==> src/sv/vrb_pkg.sv <==
`timescale 1ns / 1ps

package vrb_pkg;

  localparam int ADDR_W = 7;
  localparam int CFG_W  = 6;
  localparam int BYTE_W = 8;

  localparam logic [CFG_W-1:0] CONTROL_ADDRESS_RESET = 6'd4;

  localparam int CTRL_READY_BIT = 1;
  localparam int CTRL_IE_BIT    = 6;
  localparam int WRITE_FLAG_BIT = 7;

  typedef enum logic [1:0] {
    OP_BUS_READ    = 2'd0,
    OP_BUS_WRITE   = 2'd1,
    OP_CORE_UPDATE = 2'd2,
    OP_CONV_DONE   = 2'd3
  } opcode_t;

  typedef enum logic [1:0] {
    PREG_STATUS = 2'd0,
    PREG_WRITE  = 2'd1,
    PREG_READ   = 2'd2,
    PREG_UNUSED = 2'd3
  } bus_reg_t;

  typedef struct packed {
    logic load;
    logic fetch;
    logic apply;
    logic ctrl_fetch;
    logic result;
  } vrb_cmd_t;

endpackage

==> src/sv/vrb_ctrl.sv <==
`timescale 1ns / 1ps

module vrb_ctrl
  import vrb_pkg::*;
(
  input  logic     clk,
  input  logic     rst,
  input  logic     in_valid,
  output logic     in_stall,
  output logic     out_valid,
  input  logic     out_stall,
  output vrb_cmd_t cmd
);

  typedef enum logic [2:0] {
    S_IDLE,
    S_FETCH,
    S_APPLY,
    S_CTRL,
    S_RESULT
  } state_t;

  state_t state;
  state_t state_next;
  logic   out_free;

  assign out_free = !out_valid || !out_stall;
  assign in_stall = (state != S_IDLE);

  always_comb begin
    cmd            = '0;
    cmd.load       = (state == S_IDLE) && in_valid;
    cmd.fetch      = (state == S_FETCH);
    cmd.apply      = (state == S_APPLY);
    cmd.ctrl_fetch = (state == S_CTRL);
    cmd.result     = (state == S_RESULT) && out_free;
  end

  always_comb begin
    state_next = state;
    case (state)
      S_IDLE: begin
        if (in_valid) begin
          state_next = S_FETCH;
        end
      end
      S_FETCH:  state_next = S_APPLY;
      S_APPLY:  state_next = S_CTRL;
      S_CTRL:   state_next = S_RESULT;
      S_RESULT: begin
        if (out_free) begin
          state_next = S_IDLE;
        end
      end
      default:  state_next = S_IDLE;
    endcase
  end

  always_ff @(posedge clk) begin
    if (rst) begin
      state     <= S_IDLE;
      out_valid <= 1'b0;
    end else begin
      state <= state_next;
      if (cmd.result) begin
        out_valid <= 1'b1;
      end else if (out_valid && !out_stall) begin
        out_valid <= 1'b0;
      end
    end
  end

  a_busy_after_accept: assert property (@(posedge clk) disable iff (rst)
    in_valid && !in_stall |=> in_stall)
    else $error("block not busy after accepting a word");

  a_result_sets_valid: assert property (@(posedge clk) disable iff (rst)
    state == S_RESULT && !out_valid |=> out_valid)
    else $error("result not presented");

  a_taken_clears_valid: assert property (@(posedge clk) disable iff (rst)
    out_valid && !out_stall && state != S_RESULT |=> !out_valid)
    else $error("result word repeated");

  a_valid_from_result: assert property (@(posedge clk) disable iff (rst)
    $rose(out_valid) |-> $past(state) == S_RESULT)
    else $error("result word without finished item");

endmodule

==> src/sv/vrb_datapath.sv <==
`timescale 1ns / 1ps

module vrb_datapath
  import vrb_pkg::*;
#(
  parameter int STORE_DEPTH = 64
) (
  input  logic              clk,
  input  logic              rst,
  input  vrb_cmd_t          cmd,
  input  logic              cfg_we,
  input  logic [CFG_W-1:0]  cfg_data,
  input  logic [1:0]        opcode,
  input  logic [1:0]        bus_reg,
  input  logic [BYTE_W-1:0] bus_data,
  input  logic [CFG_W-1:0]  core_address,
  input  logic [BYTE_W-1:0] core_data,
  output logic [BYTE_W-1:0] read_data,
  output logic              read_valid_flag,
  output logic              interrupt_out
);

  localparam int AW = (STORE_DEPTH > 1) ? $clog2(STORE_DEPTH) : 1;
  localparam logic [ADDR_W:0] DEPTH_L = (ADDR_W + 1)'(STORE_DEPTH);

  opcode_t             op_q;
  bus_reg_t            reg_q;
  logic [BYTE_W-1:0]   bdata_q;
  logic [CFG_W-1:0]    caddr_q;
  logic [BYTE_W-1:0]   cdata_q;

  logic [CFG_W-1:0]    control_address;
  logic [BYTE_W-1:0]   read_latch;
  logic                read_valid;
  logic                write_pending;
  logic [ADDR_W-1:0]   pending_address;
  logic [BYTE_W-1:0]   rd_q;

  logic [BYTE_W-1:0]   mem [STORE_DEPTH];
  logic [STORE_DEPTH-1:0] mem_valid;
  logic [BYTE_W-1:0]   mem_q;
  logic                hit_q;
  logic [BYTE_W-1:0]   rdata;

  logic [ADDR_W-1:0]   rd_addr;
  logic                rd_en;
  logic                rd_in_range;

  logic                wr_en;
  logic [ADDR_W-1:0]   wr_addr;
  logic [BYTE_W-1:0]   wr_data;
  logic                wr_in_range;

  assign rdata = hit_q ? mem_q : '0;

  always_comb begin
    if (cmd.ctrl_fetch || op_q == OP_CONV_DONE) begin
      rd_addr = {1'b0, control_address};
    end else begin
      rd_addr = bdata_q[ADDR_W-1:0];
    end
    rd_en       = cmd.fetch || cmd.ctrl_fetch;
    rd_in_range = {1'b0, rd_addr} < DEPTH_L;
  end

  always_comb begin
    wr_en   = 1'b0;
    wr_addr = pending_address;
    wr_data = bdata_q;
    if (cmd.apply) begin
      case (op_q)
        OP_BUS_WRITE: begin
          wr_en = (reg_q == PREG_WRITE) && write_pending;
        end
        OP_CORE_UPDATE: begin
          wr_en   = 1'b1;
          wr_addr = {1'b0, caddr_q};
          wr_data = cdata_q;
        end
        OP_CONV_DONE: begin
          wr_en   = 1'b1;
          wr_addr = {1'b0, control_address};
          wr_data = rdata | (BYTE_W'(1) << CTRL_READY_BIT);
        end
        default: wr_en = 1'b0;
      endcase
    end
    wr_in_range = {1'b0, wr_addr} < DEPTH_L;
  end

  always_ff @(posedge clk) begin
    if (wr_en && wr_in_range) begin
      mem[wr_addr[AW-1:0]] <= wr_data;
    end
    if (rd_en) begin
      mem_q <= mem[rd_addr[AW-1:0]];
    end
  end

  always_ff @(posedge clk) begin
    if (rst) begin
      mem_valid <= '0;
      hit_q     <= 1'b0;
    end else begin
      if (wr_en && wr_in_range) begin
        mem_valid[wr_addr[AW-1:0]] <= 1'b1;
      end
      if (rd_en) begin
        hit_q <= rd_in_range && mem_valid[rd_addr[AW-1:0]];
      end
    end
  end

  always_ff @(posedge clk) begin
    if (cmd.load) begin
      op_q    <= opcode_t'(opcode);
      reg_q   <= bus_reg_t'(bus_reg);
      bdata_q <= bus_data;
      caddr_q <= core_address;
      cdata_q <= core_data;
    end
    if (cmd.result) begin
      read_data       <= rd_q;
      read_valid_flag <= read_valid;
      interrupt_out   <= rdata[CTRL_IE_BIT] & rdata[CTRL_READY_BIT];
    end
  end

  always_ff @(posedge clk) begin
    if (rst) begin
      control_address <= CONTROL_ADDRESS_RESET;
      read_latch      <= '0;
      read_valid      <= 1'b0;
      write_pending   <= 1'b0;
      pending_address <= '0;
      rd_q            <= '0;
    end else begin
      if (cfg_we) begin
        control_address <= cfg_data;
      end
      if (cmd.apply) begin
        case (op_q)
          OP_BUS_READ: begin
            if (reg_q == PREG_STATUS) begin
              rd_q <= {{(BYTE_W-1){1'b0}}, read_valid};
            end else if (reg_q == PREG_READ) begin
              rd_q       <= read_latch;
              read_valid <= 1'b0;
            end else begin
              rd_q <= '0;
            end
          end
          OP_BUS_WRITE: begin
            rd_q <= '0;
            if (reg_q == PREG_WRITE) begin
              if (write_pending) begin
                write_pending <= 1'b0;
              end else if (bdata_q[WRITE_FLAG_BIT]) begin
                pending_address <= bdata_q[ADDR_W-1:0];
                write_pending   <= 1'b1;
              end else begin
                read_latch <= rdata;
                read_valid <= 1'b1;
              end
            end
          end
          default: rd_q <= '0;
        endcase
      end
    end
  end

endmodule

==> src/sv/virtual_register_bridge_core.sv <==
`timescale 1ns / 1ps

// Once a word is accepted, the register store is read, the update is applied, the
// control register is read, and the result is registered, with both reads on the
// single read port of the store. The next word is accepted only once the block is
// idle again, not while the last word is in flight; while the output is stalled, a
// finished word waits in its last step until the previous result word is taken.
// The store clears at reset through one valid bit per entry, so no clearing pass
// is needed.

module virtual_register_bridge_core
  import vrb_pkg::*;
#(
  parameter int STORE_DEPTH = 64
) (
  input  logic              clk,
  input  logic              rst,
  input  logic              cfg_we,
  input  logic [CFG_W-1:0]  cfg_data,
  input  logic              in_valid,
  output logic              in_stall,
  input  logic [1:0]        opcode,
  input  logic [1:0]        bus_reg,
  input  logic [BYTE_W-1:0] bus_data,
  input  logic [CFG_W-1:0]  core_address,
  input  logic [BYTE_W-1:0] core_data,
  output logic              out_valid,
  input  logic              out_stall,
  output logic [BYTE_W-1:0] read_data,
  output logic              read_valid_flag,
  output logic              interrupt_out
);

  vrb_cmd_t cmd;

  vrb_ctrl u_ctrl (
    .clk       (clk),
    .rst       (rst),
    .in_valid  (in_valid),
    .in_stall  (in_stall),
    .out_valid (out_valid),
    .out_stall (out_stall),
    .cmd       (cmd)
  );

  vrb_datapath #(
    .STORE_DEPTH (STORE_DEPTH)
  ) u_datapath (
    .clk             (clk),
    .rst             (rst),
    .cmd             (cmd),
    .cfg_we          (cfg_we),
    .cfg_data        (cfg_data),
    .opcode          (opcode),
    .bus_reg         (bus_reg),
    .bus_data        (bus_data),
    .core_address    (core_address),
    .core_data       (core_data),
    .read_data       (read_data),
    .read_valid_flag (read_valid_flag),
    .interrupt_out   (interrupt_out)
  );

endmodule
==> config.mk <==
export PLATFORM = sky130hd
export DESIGN_NAME = virtual_register_bridge_core
export DESIGN_NICKNAME = d
export VERILOG_FILES = /design/src/sv/vrb_pkg.sv /design/src/sv/vrb_ctrl.sv /design/src/sv/vrb_datapath.sv /design/src/sv/virtual_register_bridge_core.sv
export SDC_FILE = /design/constraint.sdc
export NUM_CORES = 1
export LEC_CHECK = 0
export ABC_AREA = 1
export BUFFER_PORTS_ARGS = -buffer_cell sky130_fd_sc_hd__buf_2
export CELL_PAD_IN_SITES_DETAIL_PLACEMENT = 1
export CELL_PAD_IN_SITES_GLOBAL_PLACEMENT = 2
export CORE_MARGIN = 3
export CORE_UTILIZATION = 45
export CTS_CLUSTER_SIZE = 28
export DETAILED_ROUTE_END_ITERATION = 12
export HOLD_SLACK_MARGIN = 0.05
export PLACE_DENSITY = 0.78
export SYNTH_ARGS = -nofsm -noshare
export SYNTH_HDL_FRONTEND = slang
export SYNTH_SLANG_ARGS = --single-unit
==> constraint.sdc <==
create_clock -name clk -period 10.6 [get_ports clk]
set_input_delay 2.12 -clock clk [delete_from_list [all_inputs] [get_ports clk]]
set_output_delay 2.12 -clock clk [all_outputs]
set_load 0.01 [all_outputs]
==> summary.txt <==
status = completed
root buf cell = clkbuf_16
Ports = 49
Final WS setup = 6.21 ns
DRT Wirelength = 76400 um
most frequent cells after synthesis = edfxtp_1, nor2_1, o21ai_0
Min-Delay Path Class = flip-flop to flip-flop
I/O Buffers = 48
Initial DRT Pass Iterations = 5
# DRC = 0
Post-CTS Setup Bufs = 0
register area share after synthesis = 71.6%
# H-tree levels = 3
initial antenna violation count = 0
relative slew slack = 17.3%
Area Overhead vs Synth = 12.2%
Synth area leaders = edfxtp_1, dfxtp_1, nor2_1
Post-Syn Instances = 2187
die area = 61000 um2
Diodes inserted = 0
total power = 5.85 mW
post_cts resized = 0
Yosys warning count = 0
Pleak = 9.99 nW
Antenna Nets Post-Route = 0
max cap viols = 0
# rows = 87
core footprint = 56900 um2
CTS clock-pin slew for the worst setup and hold paths = 0.06 ns
layout cells sized above 1 = 11.2%
gr ovfl total = 0
Total GRT Usage = 25.2%
Clock Latency Late Sink = 0.61 ns
Final Critical Period = 4.39 ns
largest net degree at the start of global routing = 116
1st-iter DRT viols = 1554
final hold violation count = 0
Num CTS Buffers = 71
#FFs+latches synth = 656
EDFF count, synth = 556
syn_nets = 2224
max-slew violations = 0
Comb pwr share = 10.6%
Critical Path Fanout Max = 85
Final TNS setup = 0 ns
WP data required = 11.06 ns
crit path kind = flip-flop to flip-flop
Seq pwr share = 48.9%
Place WS = 6.23 ns
P_sw = 1.48 mW
skew final = 0.0346 ns
sw frac = 25.3%
first-pass GRT wire length = 115000 um
Synth cell types = 36
PD cells = 200 nW/um2
die width = 247 um
die height = 247 um
Hold Buf Count CTS = 0
mapped cell area = 26100 um2
Post-synth top flop = edfxtp_1
RePlAce Congestion = 0.787
Setup violations, final = 0
WL/cell = 25.4 um
CTS max path bufs = 3
via count = 17500
RSZ-0062 raised after global routing = false
Final Net Count = 2241
Synth Area per Inst = 11.9 um2
Max VDD drop = 0.147 mV
clock group share of total power = 40.5%
Worst setup SP type = flip-flop
worst slew pin tran = 1.24 ns
Via density = 5.83
CP Data Arrival Time = 4.85 ns
CP endpoint kind = flip-flop
final worst-path cycle share = 41.4%
post-route insts no fill = 3011
Initial Utilization = 45.9%
DP Wirelength = 43900 um
CTS tree = built
P_int = 4.37 mW
CTS sink cnt = 656
fmax = 228 MHz
most numerous cell in the Yosys netlist = edfxtp_1
ys async rst share = 0%
leading area contributor after synthesis = edfxtp_1
share of the synthesized area in the top cell type = 63.9%
Placed Cells = 2887
vias in the first global route = 18100
-- stage by stage --
step	hold slack [ns]	util, %	area [um2]
final	0.435	51.5	29300
after global routing	0.446	51.5	29300
after CTS	0.437	51.5	29300
after detailed placement	0.420	47.7	27100
after global placement	0.416	47.7	27100
after floorplan	0.409	-	26100
-- per-layer routing --
layer  track usage, %  vias up  part of all wire, %
met5                0        -                    0
met4             8.74        0                  3.0
met3             3.60      113                  4.8
met2             40.7      451                   48
met1             35.3     9026                   45
li1                 -     7950                    -
-- final timing paths --
| path | end | from | cells past startpoint | slack [ns] |
|---|---|---|---|---|
| worst max-delay path | u_datapath.mem_q[1]$_DFFE_PP_ | u_ctrl.state[1]$_SDFFE_PP0P_ | 13 | 6.21 |
| worst min-delay path | u_datapath.read_data[7]$_DFFE_PP_ | u_datapath.rd_q[7]$_SDFFE_PP0N_ | 0 | 0.44 |
| worst max register to register | u_datapath.mem_q[1]$_DFFE_PP_ | u_ctrl.state[1]$_SDFFE_PP0P_ | 13 | 6.21 |
| worst min register to register | u_datapath.read_data[7]$_DFFE_PP_ | u_datapath.rd_q[7]$_SDFFE_PP0N_ | 0 | 0.44 |
-- flip-flops by register name, summed over array words and instances, names as in the netlist, 7 cells and up --
name / cells
u_datapath.mem: 512
u_datapath.mem_valid: 64
u_datapath.bdata_q: 8
u_datapath.cdata_q: 8
u_datapath.mem_q: 8
u_datapath.rd_q: 8
u_datapath.read_data: 8
u_datapath.read_latch: 8
u_datapath.pending_address: 7
-- layout by cell type, fill, tap and decap left out, types with 22 or more instances in the layout --
cell / count
nand2_1: 181
clkbuf_1: 22
nand3_1: 157
dfxtp_1: 100
o21ai_0: 273
nor2_1: 375
o22ai_1: 32
clkbuf_16: 71
buf_2: 47
buf_4: 28
a21oi_1: 32
o211ai_1: 65
inv_2: 36
edfxtp_1: 556
inv_1: 86
o221ai_1: 64
-- power groups by stage --
stage | Clock [mW] | Combinational [mW] | Sequential [mW]
floorplan | 0 | 0.375 | 2.91
global placement | 0 | 0.604 | 2.92
detailed placement | 0 | 0.621 | 2.92
CTS | 2.41 | 0.622 | 2.86
global route | 2.52 | 0.676 | 2.86
finish | 2.37 | 0.622 | 2.86
-- cells by family after synthesis --
logic type,Yosys count,synth area share (%)
AO/OA/AOI/OAI,525,12.3
buffers and inverters,257,3.94
flip-flops,656,71.6
multiplexers,1,0.0431
AND/OR/NAND/NOR,748,12.1
-- cell type report --
| type | count | area, um2 |
|---|---|---|
| fillers | 5780 | 27600 |
| flip-flops and latches | 656 | 18700 |
| multi-input cells | 1274 | 6580 |
| clock buffers | 100 | 1960 |
| well taps | 756 | 946 |
| inverters | 126 | 474 |
| repair buffers | 75 | 445 |
| clock inverters | 24 | 215 |
-- worst max-delay path: stages (launching register included) --
cell and delay, ns:
dfxtp_1 0.47, nand3_2 0.18, nand2_4 0.25, nand2_1 0.19, nand2_4 0.67, buf_4 0.86, buf_4 0.60, o21ai_0 0.15
o21bai_1 0.19, o211ai_1 0.13, nand3_1 0.16, nand3_1 0.15, nand3_1 0.08, nand2_1 0.08
No activity file was read; power rests on OpenSTA's default activity.
